File: src/rtl/core/utf8v_pkg.sv
`default_nettype none

package utf8v_pkg;

  localparam int MAX_SEQUENCE_DEF = 6;
  localparam int LEN_W            = 3;
  localparam logic [7:0] REPLACE_RESET = 8'h3F;
  localparam logic [1:0] CONT_TAG      = 2'b10;

  typedef struct packed {
    logic [7:0] in_byte;
    logic       in_last;
  } in_t;

  typedef struct packed {
    logic [7:0] out_byte;
    logic       out_bad;
    logic       out_last;
    logic       string_valid;
  } out_t;

  typedef enum logic [2:0] {
    K_EMPTY,
    K_SINGLE,
    K_WAIT,
    K_BAD,
    K_GOOD
  } front_kind_t;

  typedef enum logic [1:0] {
    SEL_FRONT,
    SEL_REPLACE,
    SEL_LATCH
  } emit_sel_t;

  typedef struct packed {
    logic      latch;
    logic      append;
    logic      shift;
    logic      emit;
    emit_sel_t sel;
    logic      bad;
    logic      pass_load_len;
    logic      pass_load_cnt;
    logic      pass_dec;
    logic      set_err;
    logic      set_abort;
    logic      end_str;
    logic      set_term;
  } dp_cmd_t;

  typedef struct packed {
    front_kind_t kind;
    logic        out_free;
    logic        replace_zero;
    logic        last_one;
    logic        pass_one;
    logic        zero_r;
    logic        last_r;
    logic        aborted;
    logic        terminated;
    logic        in_zero_now;
    logic        in_last_now;
  } dp_status_t;

  function automatic logic [LEN_W-1:0] lead_length(input logic [7:0] c,
                                                   input logic [LEN_W-1:0] max_len);
    logic [LEN_W-1:0] len;
    if (!c[7]) len = LEN_W'(1);
    else if (!c[6]) len = LEN_W'(0);
    else if (!c[5]) len = LEN_W'(2);
    else if (!c[4]) len = LEN_W'(3);
    else if (!c[3]) len = LEN_W'(4);
    else if (!c[2]) len = LEN_W'(5);
    else if (!c[1]) len = LEN_W'(6);
    else len = LEN_W'(0);
    if (len > max_len) len = LEN_W'(0);
    return len;
  endfunction

  // value below max(128, 2^(5n-4)): top five payload bits (four for two bytes) are all zero
  function automatic logic overlong(input logic [LEN_W-1:0] len,
                                    input logic [7:0] lead,
                                    input logic [7:0] c1);
    logic r;
    case (len)
      LEN_W'(2): r = (lead[4:1] == 4'd0);
      LEN_W'(3): r = (lead[3:0] == 4'd0) && !c1[5];
      LEN_W'(4): r = (lead[2:0] == 3'd0) && (c1[5:4] == 2'd0);
      LEN_W'(5): r = (lead[1:0] == 2'd0) && (c1[5:3] == 3'd0);
      LEN_W'(6): r = !lead[0] && (c1[5:2] == 4'd0);
      default:   r = 1'b0;
    endcase
    return r;
  endfunction

endpackage

`default_nettype wire

File: src/rtl/core/utf8v_dp.sv
`default_nettype none

module utf8v_dp
  import utf8v_pkg::*;
#(
  parameter int MAX_SEQUENCE = MAX_SEQUENCE_DEF
) (
  input  wire logic       clk,
  input  wire logic       rst_n,
  input  wire in_t        in_data,
  input  wire logic       cfg_wr_en,
  input  wire logic [7:0] cfg_wr_data,
  input  wire dp_cmd_t    cmd,
  output dp_status_t      status,
  output out_t            out_data,
  output logic            out_valid,
  input  wire logic       out_stall
);

  localparam int CW = $clog2(MAX_SEQUENCE + 1);

  logic [7:0]       held_r [MAX_SEQUENCE];
  logic [CW-1:0]    cnt_r, cnt_nxt;
  logic [LEN_W-1:0] pass_r, pass_nxt;
  logic [7:0]       byte_r;
  logic             last_r, zero_r;
  logic             err_r, err_nxt;
  logic             abort_r, abort_nxt;
  logic             term_r, term_nxt;
  logic [7:0]       replace_r;
  out_t             out_r, out_nxt;
  logic             out_valid_r, out_valid_nxt;

  logic [LEN_W-1:0] len;
  logic [LEN_W-1:0] cnt_ext;
  logic             cont_bad;
  logic             complete;
  logic             out_free;
  front_kind_t      kind;

  assign cnt_ext  = LEN_W'(cnt_r);
  assign len      = lead_length(held_r[0], LEN_W'(MAX_SEQUENCE));
  assign complete = (cnt_ext >= len);
  assign out_free = !out_valid_r || !out_stall;

  always_comb begin
    cont_bad = 1'b0;
    for (int i = 1; i < MAX_SEQUENCE; i++) begin
      if ((LEN_W'(i) < cnt_ext) && (LEN_W'(i) < len) && (held_r[i][7:6] != CONT_TAG))
        cont_bad = 1'b1;
    end
  end

  always_comb begin
    if (cnt_r == '0) kind = K_EMPTY;
    else if (len == LEN_W'(1)) kind = K_SINGLE;
    else if (len == LEN_W'(0) || cont_bad) kind = K_BAD;
    else if (!complete) kind = (last_r || zero_r) ? K_BAD : K_WAIT;
    else if (overlong(len, held_r[0], held_r[1])) kind = K_BAD;
    else kind = K_GOOD;
  end

  always_comb begin
    status.kind         = kind;
    status.out_free     = out_free;
    status.replace_zero = (replace_r == 8'd0);
    status.last_one     = (cnt_r == CW'(1));
    status.pass_one     = (pass_r == LEN_W'(1));
    status.zero_r       = zero_r;
    status.last_r       = last_r;
    status.aborted      = abort_r;
    status.terminated   = term_r;
    status.in_zero_now  = (in_data.in_byte == 8'd0);
    status.in_last_now  = in_data.in_last;
  end

  always_comb begin
    cnt_nxt = cnt_r;
    if (cmd.end_str) cnt_nxt = '0;
    else if (cmd.append) cnt_nxt = cnt_r + CW'(1);
    else if (cmd.shift) cnt_nxt = cnt_r - CW'(1);

    pass_nxt = pass_r;
    if (cmd.pass_load_len) pass_nxt = len - LEN_W'(1);
    else if (cmd.pass_load_cnt) pass_nxt = cnt_ext - LEN_W'(1);
    else if (cmd.pass_dec) pass_nxt = pass_r - LEN_W'(1);

    err_nxt   = cmd.end_str ? 1'b0 : (err_r || cmd.set_err);
    abort_nxt = cmd.end_str ? 1'b0 : (abort_r || cmd.set_abort);
    term_nxt  = cmd.end_str ? cmd.set_term : term_r;
  end

  always_comb begin
    out_nxt = out_r;
    out_valid_nxt = out_valid_r;
    if (cmd.emit) begin
      out_valid_nxt = 1'b1;
      out_nxt.out_bad = cmd.bad;
      case (cmd.sel)
        SEL_FRONT: begin
          out_nxt.out_byte = held_r[0];
          out_nxt.out_last = last_r && !zero_r && (cnt_r == CW'(1));
        end
        SEL_REPLACE: begin
          out_nxt.out_byte = replace_r;
          out_nxt.out_last = last_r && !zero_r && (cnt_r == CW'(1));
        end
        SEL_LATCH: begin
          out_nxt.out_byte = byte_r;
          out_nxt.out_last = zero_r || last_r;
        end
        default: begin
          out_nxt.out_byte = byte_r;
          out_nxt.out_last = 1'b0;
        end
      endcase
      out_nxt.string_valid = out_nxt.out_last && !(err_r || cmd.bad);
    end else if (!out_stall) begin
      out_valid_nxt = 1'b0;
    end
  end

  always_ff @(posedge clk) begin
    if (cmd.shift) begin
      for (int i = 0; i < MAX_SEQUENCE - 1; i++) held_r[i] <= held_r[i+1];
    end else if (cmd.append) begin
      for (int i = 0; i < MAX_SEQUENCE; i++) begin
        if (cnt_r == CW'(i)) held_r[i] <= in_data.in_byte;
      end
    end
    if (cmd.latch) byte_r <= in_data.in_byte;
    out_r <= out_nxt;
  end

  always_ff @(posedge clk) begin
    if (!rst_n) begin
      cnt_r       <= '0;
      pass_r      <= '0;
      last_r      <= 1'b0;
      zero_r      <= 1'b0;
      err_r       <= 1'b0;
      abort_r     <= 1'b0;
      term_r      <= 1'b0;
      replace_r   <= REPLACE_RESET;
      out_valid_r <= 1'b0;
    end else begin
      cnt_r       <= cnt_nxt;
      pass_r      <= pass_nxt;
      err_r       <= err_nxt;
      abort_r     <= abort_nxt;
      term_r      <= term_nxt;
      out_valid_r <= out_valid_nxt;
      if (cmd.latch) begin
        last_r <= in_data.in_last;
        zero_r <= (in_data.in_byte == 8'd0);
      end
      if (cfg_wr_en) replace_r <= cfg_wr_data;
    end
  end

  assign out_data  = out_r;
  assign out_valid = out_valid_r;

  a_cnt_bound: assert property (@(posedge clk) disable iff (!rst_n)
    cnt_r <= CW'(MAX_SEQUENCE))
    else $error("held count beyond sequence limit");

  a_append_room: assert property (@(posedge clk) disable iff (!rst_n)
    cmd.append |-> (cnt_r < CW'(MAX_SEQUENCE)))
    else $error("append into full hold buffer");

  a_emit_free: assert property (@(posedge clk) disable iff (!rst_n)
    cmd.emit |-> out_free)
    else $error("emit over an untaken transaction");

  a_term_empty: assert property (@(posedge clk) disable iff (!rst_n)
    term_r |-> (cnt_r == '0))
    else $error("bytes held after terminator");

endmodule

`default_nettype wire

File: src/rtl/core/utf8v_ctrl.sv
`default_nettype none

module utf8v_ctrl
  import utf8v_pkg::*;
(
  input  wire logic       clk,
  input  wire logic       rst_n,
  input  wire logic       in_valid,
  output logic            in_stall,
  input  wire dp_status_t status,
  output dp_cmd_t         cmd
);

  typedef enum logic [3:0] {
    ST_IDLE    = 4'b0001,
    ST_RESOLVE = 4'b0010,
    ST_PASS    = 4'b0100,
    ST_ECHO    = 4'b1000
  } state_t;

  state_t st_r, st_nxt;

  always_comb begin
    cmd = '0;
    cmd.sel = SEL_FRONT;
    st_nxt = st_r;
    case (st_r)
      ST_IDLE: begin
        if (in_valid) begin
          if (status.terminated) begin
            cmd.end_str = status.in_last_now;
          end else begin
            cmd.latch = 1'b1;
            if (status.in_zero_now) begin
              st_nxt = ST_RESOLVE;
            end else if (status.aborted) begin
              st_nxt = ST_ECHO;
            end else begin
              cmd.append = 1'b1;
              st_nxt = ST_RESOLVE;
            end
          end
        end
      end
      ST_RESOLVE: begin
        if (status.out_free) begin
          case (status.kind)
            K_EMPTY: begin
              if (status.zero_r) begin
                st_nxt = ST_ECHO;
              end else begin
                cmd.end_str = status.last_r;
                st_nxt = ST_IDLE;
              end
            end
            K_SINGLE: begin
              cmd.emit  = 1'b1;
              cmd.shift = 1'b1;
            end
            K_WAIT: begin
              st_nxt = ST_IDLE;
            end
            K_BAD: begin
              cmd.set_err = 1'b1;
              cmd.emit    = 1'b1;
              cmd.bad     = 1'b1;
              cmd.shift   = 1'b1;
              if (status.replace_zero) begin
                cmd.set_abort     = 1'b1;
                cmd.pass_load_cnt = 1'b1;
                if (!status.last_one) st_nxt = ST_PASS;
              end else begin
                cmd.sel = SEL_REPLACE;
              end
            end
            K_GOOD: begin
              cmd.emit          = 1'b1;
              cmd.shift         = 1'b1;
              cmd.pass_load_len = 1'b1;
              st_nxt            = ST_PASS;
            end
            default: st_nxt = ST_IDLE;
          endcase
        end
      end
      ST_PASS: begin
        if (status.out_free) begin
          cmd.emit     = 1'b1;
          cmd.shift    = 1'b1;
          cmd.pass_dec = 1'b1;
          if (status.pass_one) st_nxt = ST_RESOLVE;
        end
      end
      ST_ECHO: begin
        if (status.out_free) begin
          cmd.emit     = 1'b1;
          cmd.sel      = SEL_LATCH;
          cmd.end_str  = status.zero_r || status.last_r;
          cmd.set_term = status.zero_r && !status.last_r;
          st_nxt       = ST_IDLE;
        end
      end
      default: st_nxt = ST_IDLE;
    endcase
  end

  always_ff @(posedge clk) begin
    if (!rst_n) begin
      st_r <= ST_IDLE;
    end else begin
      st_r <= st_nxt;
    end
  end

  assign in_stall = (st_r != ST_IDLE);

  a_accept_idle: assert property (@(posedge clk) disable iff (!rst_n)
    (cmd.latch || cmd.append) |-> (st_r == ST_IDLE))
    else $error("transaction taken outside idle");

  a_pass_emit: assert property (@(posedge clk) disable iff (!rst_n)
    (st_r == ST_PASS && status.out_free) |-> (cmd.emit && cmd.shift))
    else $error("pass state stalled with free output");

endmodule

`default_nettype wire

File: src/rtl/core/utf8_sequence_validator_core.sv
// Results are registered in the output register before they leave the core.
// Throughput: one result per cycle while a sequence drains from the hold buffer and the
// output is not stalled; a single-byte character takes three steps (accept, emit, empty check).
// Input is taken only while the controller is idle; the output register decouples stalls.
// Reset: rst_n synchronous active low; clears control state, replace byte returns to 0x3F.
`default_nettype none

module utf8_sequence_validator_core
  import utf8v_pkg::*;
#(
  parameter int MAX_SEQUENCE = MAX_SEQUENCE_DEF
) (
  input  wire logic       clk,
  input  wire logic       rst_n,
  input  wire in_t        in_data,
  input  wire logic       in_valid,
  output logic            in_stall,
  output out_t            out_data,
  output logic            out_valid,
  input  wire logic       out_stall,
  input  wire logic       cfg_wr_en,
  input  wire logic [7:0] cfg_wr_data
);

  dp_cmd_t    cmd;
  dp_status_t status;

  utf8v_ctrl u_ctrl (
    .clk      (clk),
    .rst_n    (rst_n),
    .in_valid (in_valid),
    .in_stall (in_stall),
    .status   (status),
    .cmd      (cmd)
  );

  utf8v_dp #(
    .MAX_SEQUENCE (MAX_SEQUENCE)
  ) u_dp (
    .clk         (clk),
    .rst_n       (rst_n),
    .in_data     (in_data),
    .cfg_wr_en   (cfg_wr_en),
    .cfg_wr_data (cfg_wr_data),
    .cmd         (cmd),
    .status      (status),
    .out_data    (out_data),
    .out_valid   (out_valid),
    .out_stall   (out_stall)
  );

endmodule

`default_nettype wire
File: config.mk
export PLATFORM = sky130hd
export DESIGN_NAME = utf8_sequence_validator_core
export DESIGN_NICKNAME = d
export VERILOG_FILES = /design/src/rtl/core/utf8v_pkg.sv /design/src/rtl/core/utf8v_dp.sv /design/src/rtl/core/utf8v_ctrl.sv /design/src/rtl/core/utf8_sequence_validator_core.sv
export SDC_FILE = /design/constraint.sdc
export NUM_CORES = 1
export LEC_CHECK = 0
export BUFFER_PORTS_ARGS = -buffer_cell sky130_fd_sc_hd__buf_4
export CELL_PAD_IN_SITES_DETAIL_PLACEMENT = 1
export CELL_PAD_IN_SITES_GLOBAL_PLACEMENT = 1
export CORE_UTILIZATION = 43
export CTS_CLUSTER_DIAMETER = 80
export CTS_CLUSTER_SIZE = 16
export DETAILED_ROUTE_END_ITERATION = 16
export PLACE_DENSITY_LB_ADDON = 0.1
export REMOVE_ABC_BUFFERS = 1
export SLEW_MARGIN = 20
export SYNTH_ARGS = -nofsm -noshare
export SYNTH_HDL_FRONTEND = slang
export SYNTH_SLANG_ARGS = --single-unit
File: constraint.sdc
create_clock -name clk -period 3.14 [get_ports clk]
set_input_delay 0.314 -clock clk [delete_from_list [all_inputs] [get_ports clk]]
set_output_delay 0.314 -clock clk [all_outputs]
set_load 0.03 [all_outputs]
==> results.md, run 1 <==
- Synthesized instance count: 432
- Pwr/cell area: 645 nW/um2
- Seq/Total Area, Yosys: 55.2%
- Drc violations: 0
- Root Driver: clkbuf_8
- Yosys top cell area share: 44.6%
- Die span in x: 104 um
- CTS clock-pin slew for the worst setup and hold paths: 0.11 ns
- Final ANT Viol Nets: 0
- DRT Pass-1 Iters: 4
- Dominant synthesized flop cell: edfxtp_1
- Number of synthesized flops with an enable pin: 67
- Layout Skew: 0.0178 ns
- Vias: 3,516
- Core Footprint: 10,200 um2
- Largest area contributor in the netlist: edfxtp_1
- Sw power: 1.18 mW
- Worst slew margin: 65.8%
- Clock buffer count from CTS: 9
- Detailed Place HPWL: 8780 um
- Hold path depth: 1
- Wire length per cell: 18.6 um
- HP Class: in2reg
- Crit path DAT: 3.13 ns
- Fraction of registers with async set/reset: 0%
- Critical path peak fanout: 12
- Fin. Hold Viols: 0
- Initial Utilization: 44.1%
- Clock power share: 24.9%
- IR drop worst, VDD: 0.000280 V
- Vias in the first global route: 3,580
- Switching share of power: 34.5%
- CP required: 3.27 ns
- Worst Hold Launch: in_data[2]
- Worst path max stage delay: 0.42 ns
- # H-tree levels: 3
- Latest clock arrival within the worst-skew pair: 0.37 ns
- Vias per inst: 5.58
- Count of state elements after synthesis: 91
- Pins Over Slew Limit: 0
- Rows: 37
- Cell-internal power: 2.24 mW
- CTS Hold Bufs: 0
- # port buffers: 34
- Combinational Power Share: 29.9%
- Slew @ Worst Pin: 0.510 ns
- Lkg Pwr: 2.20 nW
- Run status: finished clean
- CTS sink cnt: 91
- 1st-iter DRT viols: 149
- Max Buffers Root-to-Sink: 2
- Grt ovf: 0
- Cell area after synthesis: 4520 um2
- Boundary Pins: 35
- Final Cycle Share: 95.5%
- Fraction of final layout cells sized beyond drive strength 1: 20.9%
- FF-to-FF setup slack: 0.14 ns
- Max Clk Rate: 333 MHz
- MaxCap Viol Count: 0
- GP Congestion: 0.823
- Routed WL: 11,700 um
- All-layer global routing usage: 22.5%
- Reg-to-Reg Start: u_dp.held_r[0][4]
- Synth area leaders: edfxtp_1, dfxtp_1, nand2_1, ha_1, mux2i_1
- Setup CP Type: reg2reg
- Die Ht: 104 um
- Hold slack final: 0.147 ns
- Tmin final: 3.00 ns
- Setup TNS: 0 ns
- Die area: 10,900 um2
- CTS tree: yes
- N_diodes: 0
- Yosys Warn Count: 0
- Initial antenna violation count: 0
- Final-stage net count: 526
- Capture point of the worst reg-to-reg path: u_dp.out_data[9]
- Syn avg cell area: 10.5 um2
- Setup crit end kind: register
- Synth cell types: 61
- CP max stage cell: edfxtp_1
- Worst Hold Endpoint: u_dp.held_r[5][1]
- Largest net degree at the start of global routing: 38
- Area growth, synth to finish: 17.2%
- Sequential power share: 45.2%
- Worst Reg-to-Reg Cells: 12
- First-pass GRT wire length: 18,800 um
- CP Cell Sequence: buf_4, and2_1, a21o_1, ha_1, o21ai_0, o2bb2ai_2, nand4b_1, a211oi_4, nor2_1, buf_4, a22o_1, a21o_1
- Final setup viols: 0
- Critical path startpoint category: register
[critical path: cells and delay by family (launching register included)]
family                   cells  cell delay, ns
AND/OR/NAND/NOR              3            0.52
buffers and inverters        2            0.36
flip-flops                   1            0.42
AO/OA/AOI/OAI                6            1.17
adder cells (fa/ha/maj)      1            0.29
[power by group through the flow]
stage | clock network (mW) | logic [mW] | registers (mW)
finish | 0.850 | 1.02 | 1.54
global route | 0.915 | 1.13 | 1.55
CTS | 0.869 | 1.00 | 1.55
detailed placement | 0 | 0.989 | 1.57
global placement | 0 | 0.965 | 1.56
floorplan | 0 | 0.621 | 1.57
[flip-flops by register name (all words and copies together) (netlist names), 3 cells and up]
register	cells
u_dp.held_r	48
u_dp.byte_r	8
u_dp.pass_r	3
u_dp.replace_r	8
u_ctrl.st_r	4
u_dp.out_data	11
u_dp.cnt_ext	3
[final cells by class]
| class | count | area [um2] |
|---|---|---|
| multi-input cells | 309 | 1910 |
| repair buffers | 60 | 450 |
| inverters | 18 | 67.6 |
| clock buffers | 9 | 124 |
| fillers | 1166 | 4940 |
| well taps | 136 | 170 |
| flip-flops and latches | 91 | 2490 |
| clock inverters | 7 | 80.1 |
[cell usage after synthesis (2+ instances only)]
library cell / count
nand2_1: 110
edfxtp_1: 67
nor2_1: 25
dfxtp_1: 24
inv_1: 17
o21ai_0: 16
ha_1: 15
mux2i_1: 12
a21o_1: 10
a22o_1: 9
nand3_1: 9
a21oi_1: 8
buf_2: 8
nor4_1: 8
nand2b_1: 7
and2_1: 5
nor2b_1: 5
nor3_1: 5
clkbuf_1: 4
nand2_2: 4
or3_1: 4
or4_1: 4
a22oi_1: 3
and3_1: 3
nor3_2: 3
o21a_1: 3
o31ai_1: 3
a32oi_1: 2
buf_6: 2
nand3b_1: 2
nor2_2: 2
o211ai_1: 2
o221a_2: 2
xnor2_1: 2
[how the worst max path moves through the flow]
stage	slack, ns	end	startpoint
after floorplan	0.11	u_dp.out_data[10]	u_dp.held_r[0][2]
after global placement	0.12	u_dp.held_r[4][1]	u_dp.held_r[0][1]
after detailed placement	-0.03	u_dp.held_r[4][1]	u_dp.held_r[0][7]
after CTS	0.03	u_dp.out_data[9]	u_dp.held_r[0][7]
after global routing	-0.0003	u_dp.out_valid	u_dp.held_r[0][7]
final	0.14	u_dp.out_data[9]	u_dp.held_r[0][4]
[placed cells by master, fill, tap and decap left out, types with 8 or more instances in the layout]
cell type,instances
a21o_1,10
a21oi_1,8
a22o_1,9
buf_4,60
clkbuf_8,9
dfxtp_1,24
edfxtp_1,67
ha_1,15
inv_1,17
mux2i_1,12
nand2_1,107
nand3_1,9
nor2_1,25
o21ai_0,16
[per-stage QoR]
step | std cells | cell area, um2 | total power [mW] | util [%] | setup WS, ns
after floorplan | 418 | 4440 | 2.19 | - | 0.109
after global placement | 612 | 5050 | 2.53 | 49.4 | 0.118
after detailed placement | 612 | 5050 | 2.56 | 49.4 | -0.0268
after CTS | 628 | 5260 | 3.42 | 51.4 | 0.0258
after global routing | 630 | 5290 | 3.60 | 51.7 | -0.000293
final | 630 | 5290 | 3.41 | 51.7 | 0.141
[repair_timing]
action	4_1_cts	5_1_grt
pin swaps	0	2
setup buffers	0	2
setup endpoints to repair	39	65
gates cloned	0	0
gates resized for setup	2	4
[kinds of logic after synthesis]
group                      share of synthesized area, %
AOI/OAI and AO/OA                                  13.3
xor gates and xnor gates                          0.582
adders and majority gates                          4.16
buffers and inverters                              3.21
DFF                                                55.2
muxes                                              2.66
and+or+nand+nor                                    20.9
[metal layers]
metal / wire length, um / global-route usage, %
met1: 5300 / 29.0
met2: 5770 / 38.5
met3: 451 / 2.94
met4: 186 / 8.06
met5: 0 / 0
(Power assumes the default switching activity.)
==> run 2: changes to the inputs <==
--- a/config.mk
+++ b/config.mk
@@ -5,10 +5,12 @@
 export SDC_FILE = /design/constraint.sdc
 export NUM_CORES = 1
 export LEC_CHECK = 0
+export ABC_AREA = 1
 export BUFFER_PORTS_ARGS = -buffer_cell sky130_fd_sc_hd__buf_4
 export CELL_PAD_IN_SITES_DETAIL_PLACEMENT = 1
 export CELL_PAD_IN_SITES_GLOBAL_PLACEMENT = 1
-export CORE_UTILIZATION = 43
+export CORE_UTILIZATION = 41
+export CTS_BUF_LIST = sky130_fd_sc_hd__clkbuf_16
 export CTS_CLUSTER_DIAMETER = 80
 export CTS_CLUSTER_SIZE = 16
 export DETAILED_ROUTE_END_ITERATION = 16
==> constraint.sdc (replaced) <==
create_clock -name clk -period 3.14 [get_ports clk]
set_input_delay 0.785 -clock clk [delete_from_list [all_inputs] [get_ports clk]]
set_output_delay 0.785 -clock clk [all_outputs]
set_load 0.03 [all_outputs]
==> results.md, run 2 <==
- Run status: finished clean
- FF-to-FF setup slack: 0.18 ns
- Rows: 38
- Fin. Hold Viols: 0
- Syn avg cell area: 8.75 um2
- Capture point of the worst reg-to-reg path: u_dp.held_r[1][6]
- Lkg Pwr: 2.50 nW
- Initial Utilization: 42.5%
- Area growth, synth to finish: 20.6%
- Max reg flops: 48
- Synthesized instance count: 533
- HP Class: reg2reg
- Clock buffer count from CTS: 9
- IR drop worst, VDD: 0.000441 V
- Die Ht: 109 um
- Final instance area: 5620 um2
- Setup CP Type: reg2reg
- Commonest non-fill, non-tap cell in the layout: inv_1
- Critical path startpoint category: register
- Yosys top cell area share: 43.1%
- Post-layout util: 51.2%
- Critical path peak fanout: 8
- # port buffers: 34
- Worst Reg-to-Reg Cells: 16
- Number of synthesized flops with an enable pin: 67
- GP Congestion: 0.864
- CP Launch Point: u_dp.held_r[0][3]
- Vias in the first global route: 3,897
- Dominant synthesized flop cell: edfxtp_1
- 1st-iter DRT viols: 162
- Detailed Place HPWL: 9790 um
- Synth area leaders: edfxtp_1, dfxtp_1, inv_1, nand2_1, o21ai_0
- Commonest non-fill, non-tap cells in the layout: inv_1, nand2_1, edfxtp_1
- Setup crit end kind: register
- CP Cell Sequence: nand2_1, nand2_1, a21oi_1, buf_4, ha_1, nand3_1, a21oi_1, nor2_4, nand2_2, nand3_2, nand3_2, nand2_4, nand2_4, inv_4, o21ai_0, buf_4
- Vias: 3,782
- Max Buffers Root-to-Sink: 2
- Reg-to-Reg Start: u_dp.held_r[0][3]
- Boundary Pins: 35
- All-layer global routing usage: 24.2%
- Final Cycle Share: 94.3%
- Pins Over Slew Limit: 0
- Hold path depth: 2
- Fraction of registers with async set/reset: 0%
- CTS tree: yes
- # H-tree levels: 3
- Largest net degree at the start of global routing: 49
- Routed WL: 13,000 um
- Die span in x: 109 um
- Fraction of final layout cells sized beyond drive strength 1: 19.3%
- Slew @ Worst Pin: 0.582 ns
- N_diodes: 0
- Die area: 11,800 um2
- Largest Register: u_dp.held_r
- Worst path max stage delay: 0.47 ns
- Yosys Warn Count: 0
- Count leader, synth: inv_1
- Non-Filler Instances: 736
- Largest area contributor in the netlist: edfxtp_1
- Final setup viols: 0
- Post-Place Cell Area: 5150 um2
- Post-Place Cells: 711
- Grt ovf: 0
- Final-stage net count: 628
- CP Buf/Inv Count: 3
- CTS Hold Bufs: 0
- CTS sink cnt: 91
- Root Driver: clkbuf_16
- CP max stage cell: edfxtp_1
- Worst Hold Launch: u_dp.replace_r[0]
- Commonest cells post-synth: inv_1, nand2_1, edfxtp_1
- Crit path DAT: 3.01 ns
- Latest clock arrival within the worst-skew pair: 0.35 ns
- Worst Hold Endpoint: u_dp.replace_r[0]
- Critical path's top delay family: simple AND/OR/NAND/NOR gates
- MaxCap Viol Count: 0
- First-pass GRT wire length: 20,800 um
- CTS clock-pin slew for the worst setup and hold paths: 0.07 ns
- DRT Pass-1 Iters: 4
- Pwr/cell area: 969 nW/um2
- Layout Skew: 0.00841 ns
- Tmin final: 2.96 ns
- Seq/Total Area, Yosys: 53.4%
- Wire length per cell: 17.7 um
- Cell area after synthesis: 4660 um2
- Initial antenna violation count: 0
- Max Clk Rate: 338 MHz
- Count of state elements after synthesis: 91
- Final ANT Viol Nets: 0
- Synth cell types: 33
- CP required: 3.19 ns
- Worst slew margin: 60.9%
- Core Footprint: 11,000 um2
- Drc violations: 0
- Vias per inst: 5.14
run 2: cell types whose count changed in the layout (fill, tap and decap cells not counted), sizes merged, moves of 7 or more:
cell and delta:
inv +81, nand2b -7, nand2 -16, mux2i -12, nor2 +33, a21o -10
nand4 +10, a21oi +11, nand3 +26, o21ai +43, a22o -9
run 2: worst register-to-register path, stage by stage (launching register included):
cell      delay [ns]
edfxtp_1        0.47
nand2_1         0.11
nand2_1         0.07
a21oi_1         0.24
buf_4           0.19
ha_1            0.20
nand3_1         0.09
a21oi_1         0.33
nor2_4          0.09
nand2_2         0.10
nand3_2         0.09
nand3_2         0.12
nand2_4         0.07
nand2_4         0.12
inv_4           0.06
o21ai_0         0.08
buf_4           0.24
run 2: timing repair:
| action | 4_1_cts | 5_1_grt |
|---|---|---|
| endpoints found under the setup margin | 51 | 60 |
| resized for setup | 10 | 18 |
| setup buffers | 5 | 4 |
| pin swaps | 0 | 5 |
run 2: final cells by class:
class / instances / area, um2
Fill cell: 1289 / 5360
Clock buffer: 9 / 225
Inverter: 101 / 382
Sequential cell: 91 / 2490
Clock inverter: 7 / 97.6
Multi-Input combinational cell: 332 / 1810
Timing Repair Buffer: 56 / 437
Tap cell: 140 / 175
run 2: power breakdown:
group / internal [mW] / total, mW / switching (mW)
Sequential: 1.72 / 1.89 / 0.171
Combinational: 0.819 / 2.35 / 1.53
Clock: 0.706 / 1.21 / 0.505
Total: 3.24 / 5.45 / 2.21
run 2: cell families (layout without fill, tap and decap cells):
kind of cell,count (synthesis),after routing,share of synthesized area [%]
xor gates and xnor gates,5,5,0.939
buffers and inverters,110,173,9.42
DFF,91,91,53.4
and+or+nand+nor,223,223,21.9
adders and majority gates,15,15,4.02
AOI/OAI and AO/OA,89,89,10.2
run 2: routing by layer:
layer / global-route usage, % / up-vias / wire, um
met3: 3.23 / 11 / 505
met5: 0 / - / 0
li1: - / 1881 / -
met2: 40.1 / 62 / 6280
met1: 32.6 / 1828 / 6080
met4: 8.20 / 0 / 182
run 2: worst max path at each step:
stage / slack, ns / depth (start not counted) / end
after floorplan: 0.26 / 18 / u_dp.held_r[1][0]
after global placement: -0.13 / 18 / u_dp.held_r[4][2]
after detailed placement: -0.30 / 18 / u_dp.held_r[4][1]
after CTS: 0.03 / 18 / u_dp.held_r[1][6]
after global routing: -0.02 / 19 / u_dp.held_r[1][6]
final: 0.18 / 16 / u_dp.held_r[1][6]
run 2: stage by stage:
step	setup WS, ns	hold WS, ns	power [mW]	setup TNS, ns
final	0.180	0.510	5.45	0
after global routing	-0.0227	0.545	5.82	-0.134
after CTS	0.0274	0.519	5.30	0
after detailed placement	-0.300	0.502	4.01	-11.79
after global placement	-0.130	0.491	3.90	-4.28
after floorplan	0.263	0.452	3.21	0
